$ cat src/design/selsort_pkg.sv
// Shared constants and types for the selection sorter.
`default_nettype none

package selsort_pkg;

    localparam int DATA_W        = 32;
    localparam int DEPTH_DEFAULT = 64;

    typedef enum logic [1:0] {
        S_COLLECT,
        S_SCAN,
        S_SWAP
    } sort_state_t;

endpackage

`default_nettype wire

$ cat src/design/selection_sorter.sv
// Selection sorter: collects a set of signed values, sorts it in memory, streams it out.
//
//   channel  | direction | handshake         | payload
//   ---------+-----------+-------------------+--------------------------------------
//   input    | in        | in_valid/in_stall | value, is_final
//   output   | out       | out_valid/out_stall | sorted_value, is_final_res, overflow
//
// Collection accepts one request per cycle; the block stalls its input from the final
// request until the last sorted value has been loaded into the output register.
// Each sorted value costs one pass over the unsorted tail through the single memory
// read port, (count - pos) reads, followed by the swap write. No clearing pass is
// needed after reset.
// A result waiting in the output register does not stop the next scan; only loading
// the following result waits on out_stall.
`default_nettype none

module selection_sorter
    import selsort_pkg::*;
#(
    parameter int DEPTH = DEPTH_DEFAULT
) (
    input  wire logic                     clk,
    input  wire logic                     rst_n,
    input  wire logic                     in_valid,
    output logic                          in_stall,
    input  wire logic signed [DATA_W-1:0] value,
    input  wire logic                     is_final,
    output logic                          out_valid,
    input  wire logic                     out_stall,
    output logic signed [DATA_W-1:0]      sorted_value,
    output logic                          is_final_res,
    output logic                          overflow
);

    localparam int CW = $clog2(DEPTH + 1);
    localparam int AW = $clog2(DEPTH);

    sort_state_t state_reg, state_next;

    logic [CW-1:0] count_reg, count_next;
    logic          ovf_reg, ovf_next;
    logic [AW-1:0] pos_reg, pos_next;
    logic [AW-1:0] rd_idx_reg, rd_idx_next;
    logic          issue_on_reg, issue_on_next;
    logic          rvalid_reg;
    logic [AW-1:0] ridx_reg;
    logic signed [DATA_W-1:0] rd_data_reg;
    logic signed [DATA_W-1:0] min_reg, min_next;
    logic signed [DATA_W-1:0] cur_reg, cur_next;
    logic [AW-1:0] best_reg, best_next;

    logic                     out_valid_reg, out_valid_next;
    logic signed [DATA_W-1:0] out_val_reg, out_val_next;
    logic                     out_fin_reg, out_fin_next;
    logic                     out_ovf_reg, out_ovf_next;

    logic signed [DATA_W-1:0] mem [DEPTH];
    logic                     mem_we;
    logic [AW-1:0]            mem_waddr;
    logic signed [DATA_W-1:0] mem_wdata;

    logic [CW-1:0] count_m1;
    logic [AW-1:0] last_idx;
    logic          in_acc;
    logic          out_free;
    logic          has_room;
    logic          scan_done;
    logic          load_out;
    logic          pass_last;

    assign count_m1  = count_reg - CW'(1);
    assign last_idx  = count_m1[AW-1:0];
    assign in_acc    = in_valid && !in_stall;
    assign out_free  = !out_valid_reg || !out_stall;
    assign has_room  = count_reg < CW'(DEPTH);
    assign scan_done = rvalid_reg && (ridx_reg == last_idx);
    assign pass_last = pos_reg == last_idx;

    // Next state.
    always_comb
    begin
        state_next = state_reg;
        case (state_reg)
            S_COLLECT:
            begin
                if (in_acc && is_final)
                begin
                    state_next = S_SCAN;
                end
            end
            S_SCAN:
            begin
                if (scan_done)
                begin
                    state_next = S_SWAP;
                end
            end
            S_SWAP:
            begin
                if (out_free)
                begin
                    state_next = pass_last ? S_COLLECT : S_SCAN;
                end
            end
            default:
            begin
                state_next = S_COLLECT;
            end
        endcase
    end

    // Outputs of the state machine.
    always_comb
    begin
        in_stall  = 1'b1;
        mem_we    = 1'b0;
        mem_waddr = count_reg[AW-1:0];
        mem_wdata = value;
        load_out  = 1'b0;
        case (state_reg)
            S_COLLECT:
            begin
                in_stall = 1'b0;
                mem_we   = in_valid && has_room;
            end
            S_SCAN:
            begin
                in_stall = 1'b1;
            end
            S_SWAP:
            begin
                // The old head of the tail moves to where the minimum was found.
                mem_we    = out_free;
                mem_waddr = best_reg;
                mem_wdata = cur_reg;
                load_out  = out_free;
            end
            default:
            begin
                in_stall = 1'b1;
            end
        endcase
    end

    // Datapath next values.
    always_comb
    begin
        count_next    = count_reg;
        ovf_next      = ovf_reg;
        pos_next      = pos_reg;
        rd_idx_next   = rd_idx_reg;
        issue_on_next = issue_on_reg;
        min_next      = min_reg;
        cur_next      = cur_reg;
        best_next     = best_reg;

        if (state_reg == S_COLLECT && in_acc)
        begin
            if (has_room)
            begin
                count_next = count_reg + CW'(1);
            end
            else
            begin
                ovf_next = 1'b1;
            end
            if (is_final)
            begin
                pos_next      = '0;
                rd_idx_next   = '0;
                issue_on_next = 1'b1;
            end
        end

        if (state_reg == S_SCAN)
        begin
            if (issue_on_reg)
            begin
                if (rd_idx_reg == last_idx)
                begin
                    issue_on_next = 1'b0;
                end
                else
                begin
                    rd_idx_next = rd_idx_reg + AW'(1);
                end
            end
            if (rvalid_reg)
            begin
                if (ridx_reg == pos_reg)
                begin
                    cur_next  = rd_data_reg;
                    min_next  = rd_data_reg;
                    best_next = ridx_reg;
                end
                else if (rd_data_reg < min_reg)
                begin
                    min_next  = rd_data_reg;
                    best_next = ridx_reg;
                end
            end
        end

        if (state_reg == S_SWAP && out_free)
        begin
            if (pass_last)
            begin
                count_next = '0;
                ovf_next   = 1'b0;
            end
            else
            begin
                pos_next      = pos_reg + AW'(1);
                rd_idx_next   = pos_reg + AW'(1);
                issue_on_next = 1'b1;
            end
        end
    end

    // Output register.
    always_comb
    begin
        out_valid_next = out_valid_reg && out_stall;
        out_val_next   = out_val_reg;
        out_fin_next   = out_fin_reg;
        out_ovf_next   = out_ovf_reg;
        if (load_out)
        begin
            out_valid_next = 1'b1;
            out_val_next   = min_reg;
            out_fin_next   = pass_last;
            out_ovf_next   = ovf_reg;
        end
    end

    always_ff @(posedge clk or negedge rst_n)
    begin
        if (!rst_n)
        begin
            state_reg     <= S_COLLECT;
            count_reg     <= '0;
            ovf_reg       <= 1'b0;
            issue_on_reg  <= 1'b0;
            rvalid_reg    <= 1'b0;
            out_valid_reg <= 1'b0;
        end
        else
        begin
            state_reg     <= state_next;
            count_reg     <= count_next;
            ovf_reg       <= ovf_next;
            issue_on_reg  <= issue_on_next;
            rvalid_reg    <= (state_reg == S_SCAN) && issue_on_reg;
            out_valid_reg <= out_valid_next;
        end
    end

    always_ff @(posedge clk)
    begin
        pos_reg     <= pos_next;
        rd_idx_reg  <= rd_idx_next;
        ridx_reg    <= rd_idx_reg;
        min_reg     <= min_next;
        cur_reg     <= cur_next;
        best_reg    <= best_next;
        out_val_reg <= out_val_next;
        out_fin_reg <= out_fin_next;
        out_ovf_reg <= out_ovf_next;
    end

    // Element memory. The swap write and the next pass's reads never share a cycle,
    // because the next pass issues its first read only after leaving the swap state.
    always_ff @(posedge clk)
    begin
        if (mem_we)
        begin
            mem[mem_waddr] <= mem_wdata;
        end
        rd_data_reg <= mem[rd_idx_reg];
    end

    assign out_valid    = out_valid_reg;
    assign sorted_value = out_val_reg;
    assign is_final_res = out_fin_reg;
    assign overflow     = out_ovf_reg;

`ifndef NO_ASSERTIONS
    a_count_bound: assert property (@(posedge clk) disable iff (!rst_n)
        count_reg <= CW'(DEPTH))
        else $error("element count exceeds capacity");

    a_scan_nonempty: assert property (@(posedge clk) disable iff (!rst_n)
        state_reg != S_COLLECT |-> count_reg != '0)
        else $error("sorting an empty set");

    a_read_in_tail: assert property (@(posedge clk) disable iff (!rst_n)
        rvalid_reg |-> (ridx_reg >= pos_reg) && (ridx_reg <= last_idx))
        else $error("read returned outside the unsorted tail");

    a_swap_in_tail: assert property (@(posedge clk) disable iff (!rst_n)
        state_reg == S_SWAP |-> (best_reg >= pos_reg) && (best_reg <= last_idx))
        else $error("minimum index outside the unsorted tail");

    a_no_read_in_swap: assert property (@(posedge clk) disable iff (!rst_n)
        state_reg == S_SWAP |-> !issue_on_reg && !rvalid_reg)
        else $error("read in flight during the swap write");
`endif

endmodule

`default_nettype wire

$ cat config.mk
export PLATFORM = sky130hd
export DESIGN_NAME = selection_sorter
export DESIGN_NICKNAME = d
export VERILOG_FILES = /design/src/design/selsort_pkg.sv /design/src/design/selection_sorter.sv
export SDC_FILE = /design/constraint.sdc
export NUM_CORES = 2
export LEC_CHECK = 0
export BUFFER_PORTS_ARGS = -buffer_cell sky130_fd_sc_hd__buf_2
export CAP_MARGIN = 20
export CORE_UTILIZATION = 52
export CTS_CLUSTER_SIZE = 10
export DETAILED_ROUTE_END_ITERATION = 6
export GPL_ROUTABILITY_DRIVEN = 1
export PLACE_DENSITY = 0.68
export SYNTH_ARGS = -nofsm -noshare
export SYNTH_HDL_FRONTEND = slang
export SYNTH_SLANG_ARGS = --single-unit
$ cat constraint.sdc
create_clock -name clk -period 13.4 [get_ports clk]
set_input_delay 2.01 -clock clk [delete_from_list [all_inputs] [get_ports clk]]
set_output_delay 2.01 -clock clk [all_outputs]
set_load 0.005 [all_outputs]
---- Word level (Yosys, flattened, before mapping) ----
Memory sizes are Yosys's and may differ from the RTL's. A register that Yosys moved wholly into a read port is not among the register bits.
Cells that the tools add are included.
storage, ports and cells
  memories ................................ 1
  memory bits (writable) .................. 2048
  logic and storage cells ................. 90
  flip-flop bits (word level) ............. 135
  input bits .............................. 37
  output and inout bits ................... 36
memory list
  memory  words  width  rd ports  clocked after Yosys merged registers in  write ports  line                    RTL
  mem     64     32     1         1                                        1            selection_sorter.sv:57  logic signed [DATA_W-1:0] mem [DEPTH];
operators by class
  add/subtract/negate cells ............... 4
  magnitude comparators ................... 2
  multiplexer cells ....................... 43
  equality and inequality tests ........... 9
  reductions and logical operators ........ 16
operators by type and width
  operator                                                                 number
  32-bit 2-to-1 mux                                                        3
  6-bit 2-to-1 mux                                                         14
  32-bit less-than comparator                                              1
  7-bit 2-to-1 mux                                                         4
  6-bit == test                                                            4
  1-bit 2-to-1 mux                                                         17
  6-bit by 1-bit adder with 6-bit output, second input constant            2
  3-bit AND reduction                                                      3
  1-bit logical AND                                                        8
  7-bit by 1-bit adder with 7-bit output, second input constant            1
  7-bit less-than comparator, second input constant                        1
  2-bit 2-to-1 mux                                                         3
  2-bit one-hot mux with 3 select lines                                    1
  6-bit by 1-bit subtractor with 6-bit output, second input constant       1
  2-bit inequality test, second input constant                             2
  2-bit by 1-bit == test with 1-bit output, second input constant          1
  2-bit == test, second input constant                                     1
  1-bit zero test                                                          2
  2-bit zero test                                                          1
  2-bit by 1-bit inequality test with 1-bit output, second input constant  1
  1-bit one-hot mux with 2 select lines                                    1
  2-bit nonzero test                                                       1
  1-bit logical OR                                                         1

---- Depth between registers and ports, before layout ----
  word-level depth ........................ 9
  depth in mapped cells ................... 11
  mapped depth without buffers ............ 10

---- Worst setup path after synthesis ----
No wires, ideal clock.
  kind .................................... reg-to-reg
  from .................................... register state_reg[0]
  to ...................................... register best_reg[0] (enable)
  clock period less this slack ............ 5635 ps
  library setup time ...................... 441 ps
  cell stages (with the launch flop) ...... 5
  slack ................................... 7765 ps
  arrival time ............................ 5194 ps
  required time ........................... 12959 ps
  path buffers ............................ 0
  cell sequence ........................... dfrtp_1 -> nor2b_1 -> nand2_1 -> nor4_1 -> o21bai_1
on the way
  longest elaborated chain between the ends .. 2
RTL lines
  item                                      line                     RTL
  from (decl)                               selection_sorter.sv:38   sort_state_t state_reg, state_next;
  from (signal assigned)                    selection_sorter.sv:249  state_reg <= state_next;
  2-bit by 1-bit == test with 1-bit output  selection_sorter.sv:175  if (state_reg == S_SCAN)
  3-bit AND reduction (no source line)      --
  to (signal assigned)                      selection_sorter.sv:265  best_reg <= best_next;
  to (decl)                                 selection_sorter.sv:50   logic [AW-1:0] best_reg, best_next;
No other way between the ends.
A chain may end at the register's enable or synchronous reset.

==> metrics list <==
* Number of fill cells: 11100
- The path class of the tightest hold or removal check is flop to flop.
- Layout net count: 3865
* Instance count of the mapped netlist: 3527
* Type of origin of the critical path: flop
- Number of sinks handled by clock tree synthesis: 2215
* Root cell of the clock tree: sky130_fd_sc_hd__clkbuf_16
- The register with the most flip-flops in the final layout is mem.
- Cell depth of the worst min-delay path: 0
* Start point of the worst min-delay path: min_reg[27]
* Fraction of synthesized area in multiplexers: 18.0%
- Overall global routing resource usage: 24.7%
* Per-cell via count in the routed design: 6.33
- Post-detailed-route wirelength per cell: 32.5 um
* Post-synthesis share of cell area spent on xor and xnor gates: 0.471%
- Maximum number of pins on one net before global-route repair: 154
- Power density normalized to cell area: 200 nW/um^2
- The clock reaches the later pin of the worst-skew pair after 0.86 ns.
- CP Max Fanout: 88
* Post-synthesis area per instance: 24.0 sq um
- Total core area: 161000 sq um
* Count of TritonRoute iterations in the first routing pass: 6
- Buffers inserted during clock tree synthesis total 241.
* #FFs+latches synth: 2215
* Cell taking the most area after synthesis: sky130_fd_sc_hd__edfxtp_1
* Startpoint of the lowest-slack register-to-register path: rd_idx_reg[0]
- Crit Reg-Reg Endpoint: rd_data_reg[16]
- Hold repair after CTS inserted 0 buffers.
- The analysis attributes to cell leakage a power of 29.6 nW.
* # DRC: 0
* Asr flop ratio synth: 0.587%
- IR analysis of the VDD net gives a maximum drop of 0.155 mV.
* Area fraction in compound gates after synthesis: 0.466%
- Num ports: 73
- Setup violations remaining at the end of the flow were counted as 0.
* Placement row count: 147
- After synthesis, the most frequently instantiated cells are sky130_fd_sc_hd__edfxtp_1 (2152), sky130_fd_sc_hd__mux4_2 (672), sky130_fd_sc_hd__nand2_1 (145).
- Number of unique standard cell types used by synthesis: 55
- Synthesized cell area: 84500 sq um
* CTS tree: done
* Synthesized-area fraction occupied by and/or/nand/nor cells: 1.52%
* Number of enable flip-flop cells after synthesis: 2152
- Worst-Margin Slew: 1.12 ns
* Clock tree skew after final layout: 0.0438 ns
- Worst relative slew slack: 24.6%
- Routability-driven placement finished with a final weighted congestion of 0.837.
- Tmin final: 4.75 ns
* Number of design-rule violations left by the first detailed-router iteration: 4781
* Dominant cell by count in the synthesized netlist: sky130_fd_sc_hd__edfxtp_1
- RSZ-0062 raised after global routing: no
- Critical path required time: 14.09 ns
* Die area: 164000 sq um
* Global-route wire length before repair: 284000 um
- Of the available clock period, the critical path in the final layout requires 35.5%.
* Max reg flops: 2048
- The worst setup path is of the flop to flop kind.
- The finished cells cover 95500 sq um.
* Via count of the routed design: 38700
- For this run, the leading register cell type out of synthesis is sky130_fd_sc_hd__edfxtp_1.
- Total global routing overflow: 0
* Number of setup buffers added after CTS: 0
- Syn nets: 3599
* Upper clock frequency limit: 210 MHz
* Area share of fa/ha/maj cells after synthesis: 0.518%
- The count of nets left with antenna violations once routing finished came out at 0.
* Worst setup EP type: flop
- Horiz. Die Dim: 405 um
- Across all register-to-register paths, the minimum setup slack is 8.65 ns.
- The initial antenna violation count was 24.
- The via count of the first global-routing pass was 38800.
* Setup tns final: 0 ns
- In the post-synthesis netlist, the biggest area contributors are sky130_fd_sc_hd__edfxtp_1 (76%), sky130_fd_sc_hd__mux4_2 (18%), sky130_fd_sc_hd__dfxtp_1 (1.2%), sky130_fd_sc_hd__nand2_1 (0.64%), sky130_fd_sc_hd__ha_1 (0.52%).
- Cell depth of the worst flop-to-flop path: 6
- Effective utilization at floorplan: 52.5%
- Total of cells resized after clock tree synthesis: 0
- Maximum buffer depth of the clock tree: 3
* Share of the yosys chip area belonging to registers: 78.0%
- Detailed placement finished with a half-perimeter wire length of 111000 um.
* Area share of the leading cell type in the synthesized netlist: 76.4%
- Final slew viol count: 0
- The H-tree was split into 4 levels.
- Number of I/O port buffers: 72
* Post-place instance area: 88400 sq um
- Max cap viols: 0
* Number of synthesis warnings: 0
* Worst hold endpoint: sorted_value[27]
* Post-Route WL: 199000 um
- The flow ran to the end, and the final reports show no timing, DRC or antenna violations.
* Post-CTS clock slew at the launch and capture registers of the worst setup and hold paths: 0.05 ns
- Relative to the synthesized area, the layout overhead comes to 12.9%.
- The hold violation count in the final report was 0.
- Die outline height: 405 um
- STA puts the critical path data arrival time at 5.45 ns.
- By area, the combinational part of the netlist is dominated by multiplexers.
* Share of final-layout standard cells stronger than drive strength 1: 31.2%
[worst max-delay path: stages (launching register included)]
cell and delay (ns):
sky130_fd_sc_hd__dfxtp_4 0.45, sky130_fd_sc_hd__buf_4 0.78, sky130_fd_sc_hd__buf_12 0.59, sky130_fd_sc_hd__buf_4 0.84
sky130_fd_sc_hd__mux4_2 0.62, sky130_fd_sc_hd__mux4_2 0.58, sky130_fd_sc_hd__mux4_2 0.51
[worst max-delay path by stage]
stage                     cells past startpoint           from               to  slack (ns)
final                                         6  rd_idx_reg[0]  rd_data_reg[16]        8.65
after global routing                          6  rd_idx_reg[0]   rd_data_reg[6]        8.30
after CTS                                     6  rd_idx_reg[0]  rd_data_reg[10]        8.52
after detailed placement                      7      out_stall      mem[61][10]        8.35
after global placement                        8       in_valid      mem[61][10]        8.33
after floorplan                               4   state_reg[0]      best_reg[0]        7.76
[where the power goes]
group | total [W] | switching [W] | internal, W
sequential | 0.00844 | 0.000348 | 0.00809
clock | 0.00588 | 0.00255 | 0.00333
combinational | 0.00475 | 0.00258 | 0.00217
[cells by family after synthesis]
family | after synthesis
xor+xnor | 36
fa+ha+maj | 35
mux | 676
flops | 2215
simple gates | 297
compound gates | 60
buf+inv | 208
[layer usage]
| layer | global-route usage, % | vias to the layer above | part of all wire [%] |
|---|---|---|---|
| met5 | 0 | - | 0.016 |
| met4 | 5.72 | 6 | 2.0 |
| met3 | 6.33 | 263 | 11 |
| met2 | 37.2 | 1992 | 47 |
| met1 | 36.6 | 20900 | 40 |
| li1 | - | 15500 | - |
[final cells by class]
| class | instances | area (sq um) | area share [%] |
|---|---|---|---|
| flip-flops and latches | 2215 | 66000 | 69.1 |
| multi-input cells | 1104 | 18300 | 19.1 |
| clock buffers | 377 | 6560 | 6.88 |
| well taps | 2160 | 2700 | 2.83 |
| repair buffers | 193 | 1450 | 1.52 |
| clock inverters | 19 | 357 | 0.374 |
| inverters | 38 | 143 | 0.149 |
| diodes | 1 | 2.50 | 0.00262 |
[cell usage in the layout (no fill, tap or decap), drive strengths merged, types with 18 or more instances in the layout]
master | synthesis | routed
buf | 72 | 193
clkbuf | 98 | 377
dfxtp | 50 | 50
edfxtp | 2152 | 2152
ha | 35 | 35
inv | 38 | 40
mux4 | 672 | 672
nand2 | 145 | 145
nor2 | 88 | 88
xnor2 | 18 | 18
[metrics by stage]
stage	hold slack, ns	total power, W	setup slack, ns	util, %	instances
detailed placement	0.434	0.0133	8.35	54.9	5704
global route	0.455	0.0197	8.30	59.3	6106
floorplan	0.326	0.0117	7.76	-	3527
CTS	0.439	0.0192	8.52	59.2	6100
global placement	0.435	0.0133	8.33	54.9	5701
finish	0.436	0.0191	8.65	59.3	6107
No activity file was read; power rests on OpenSTA's default activity.
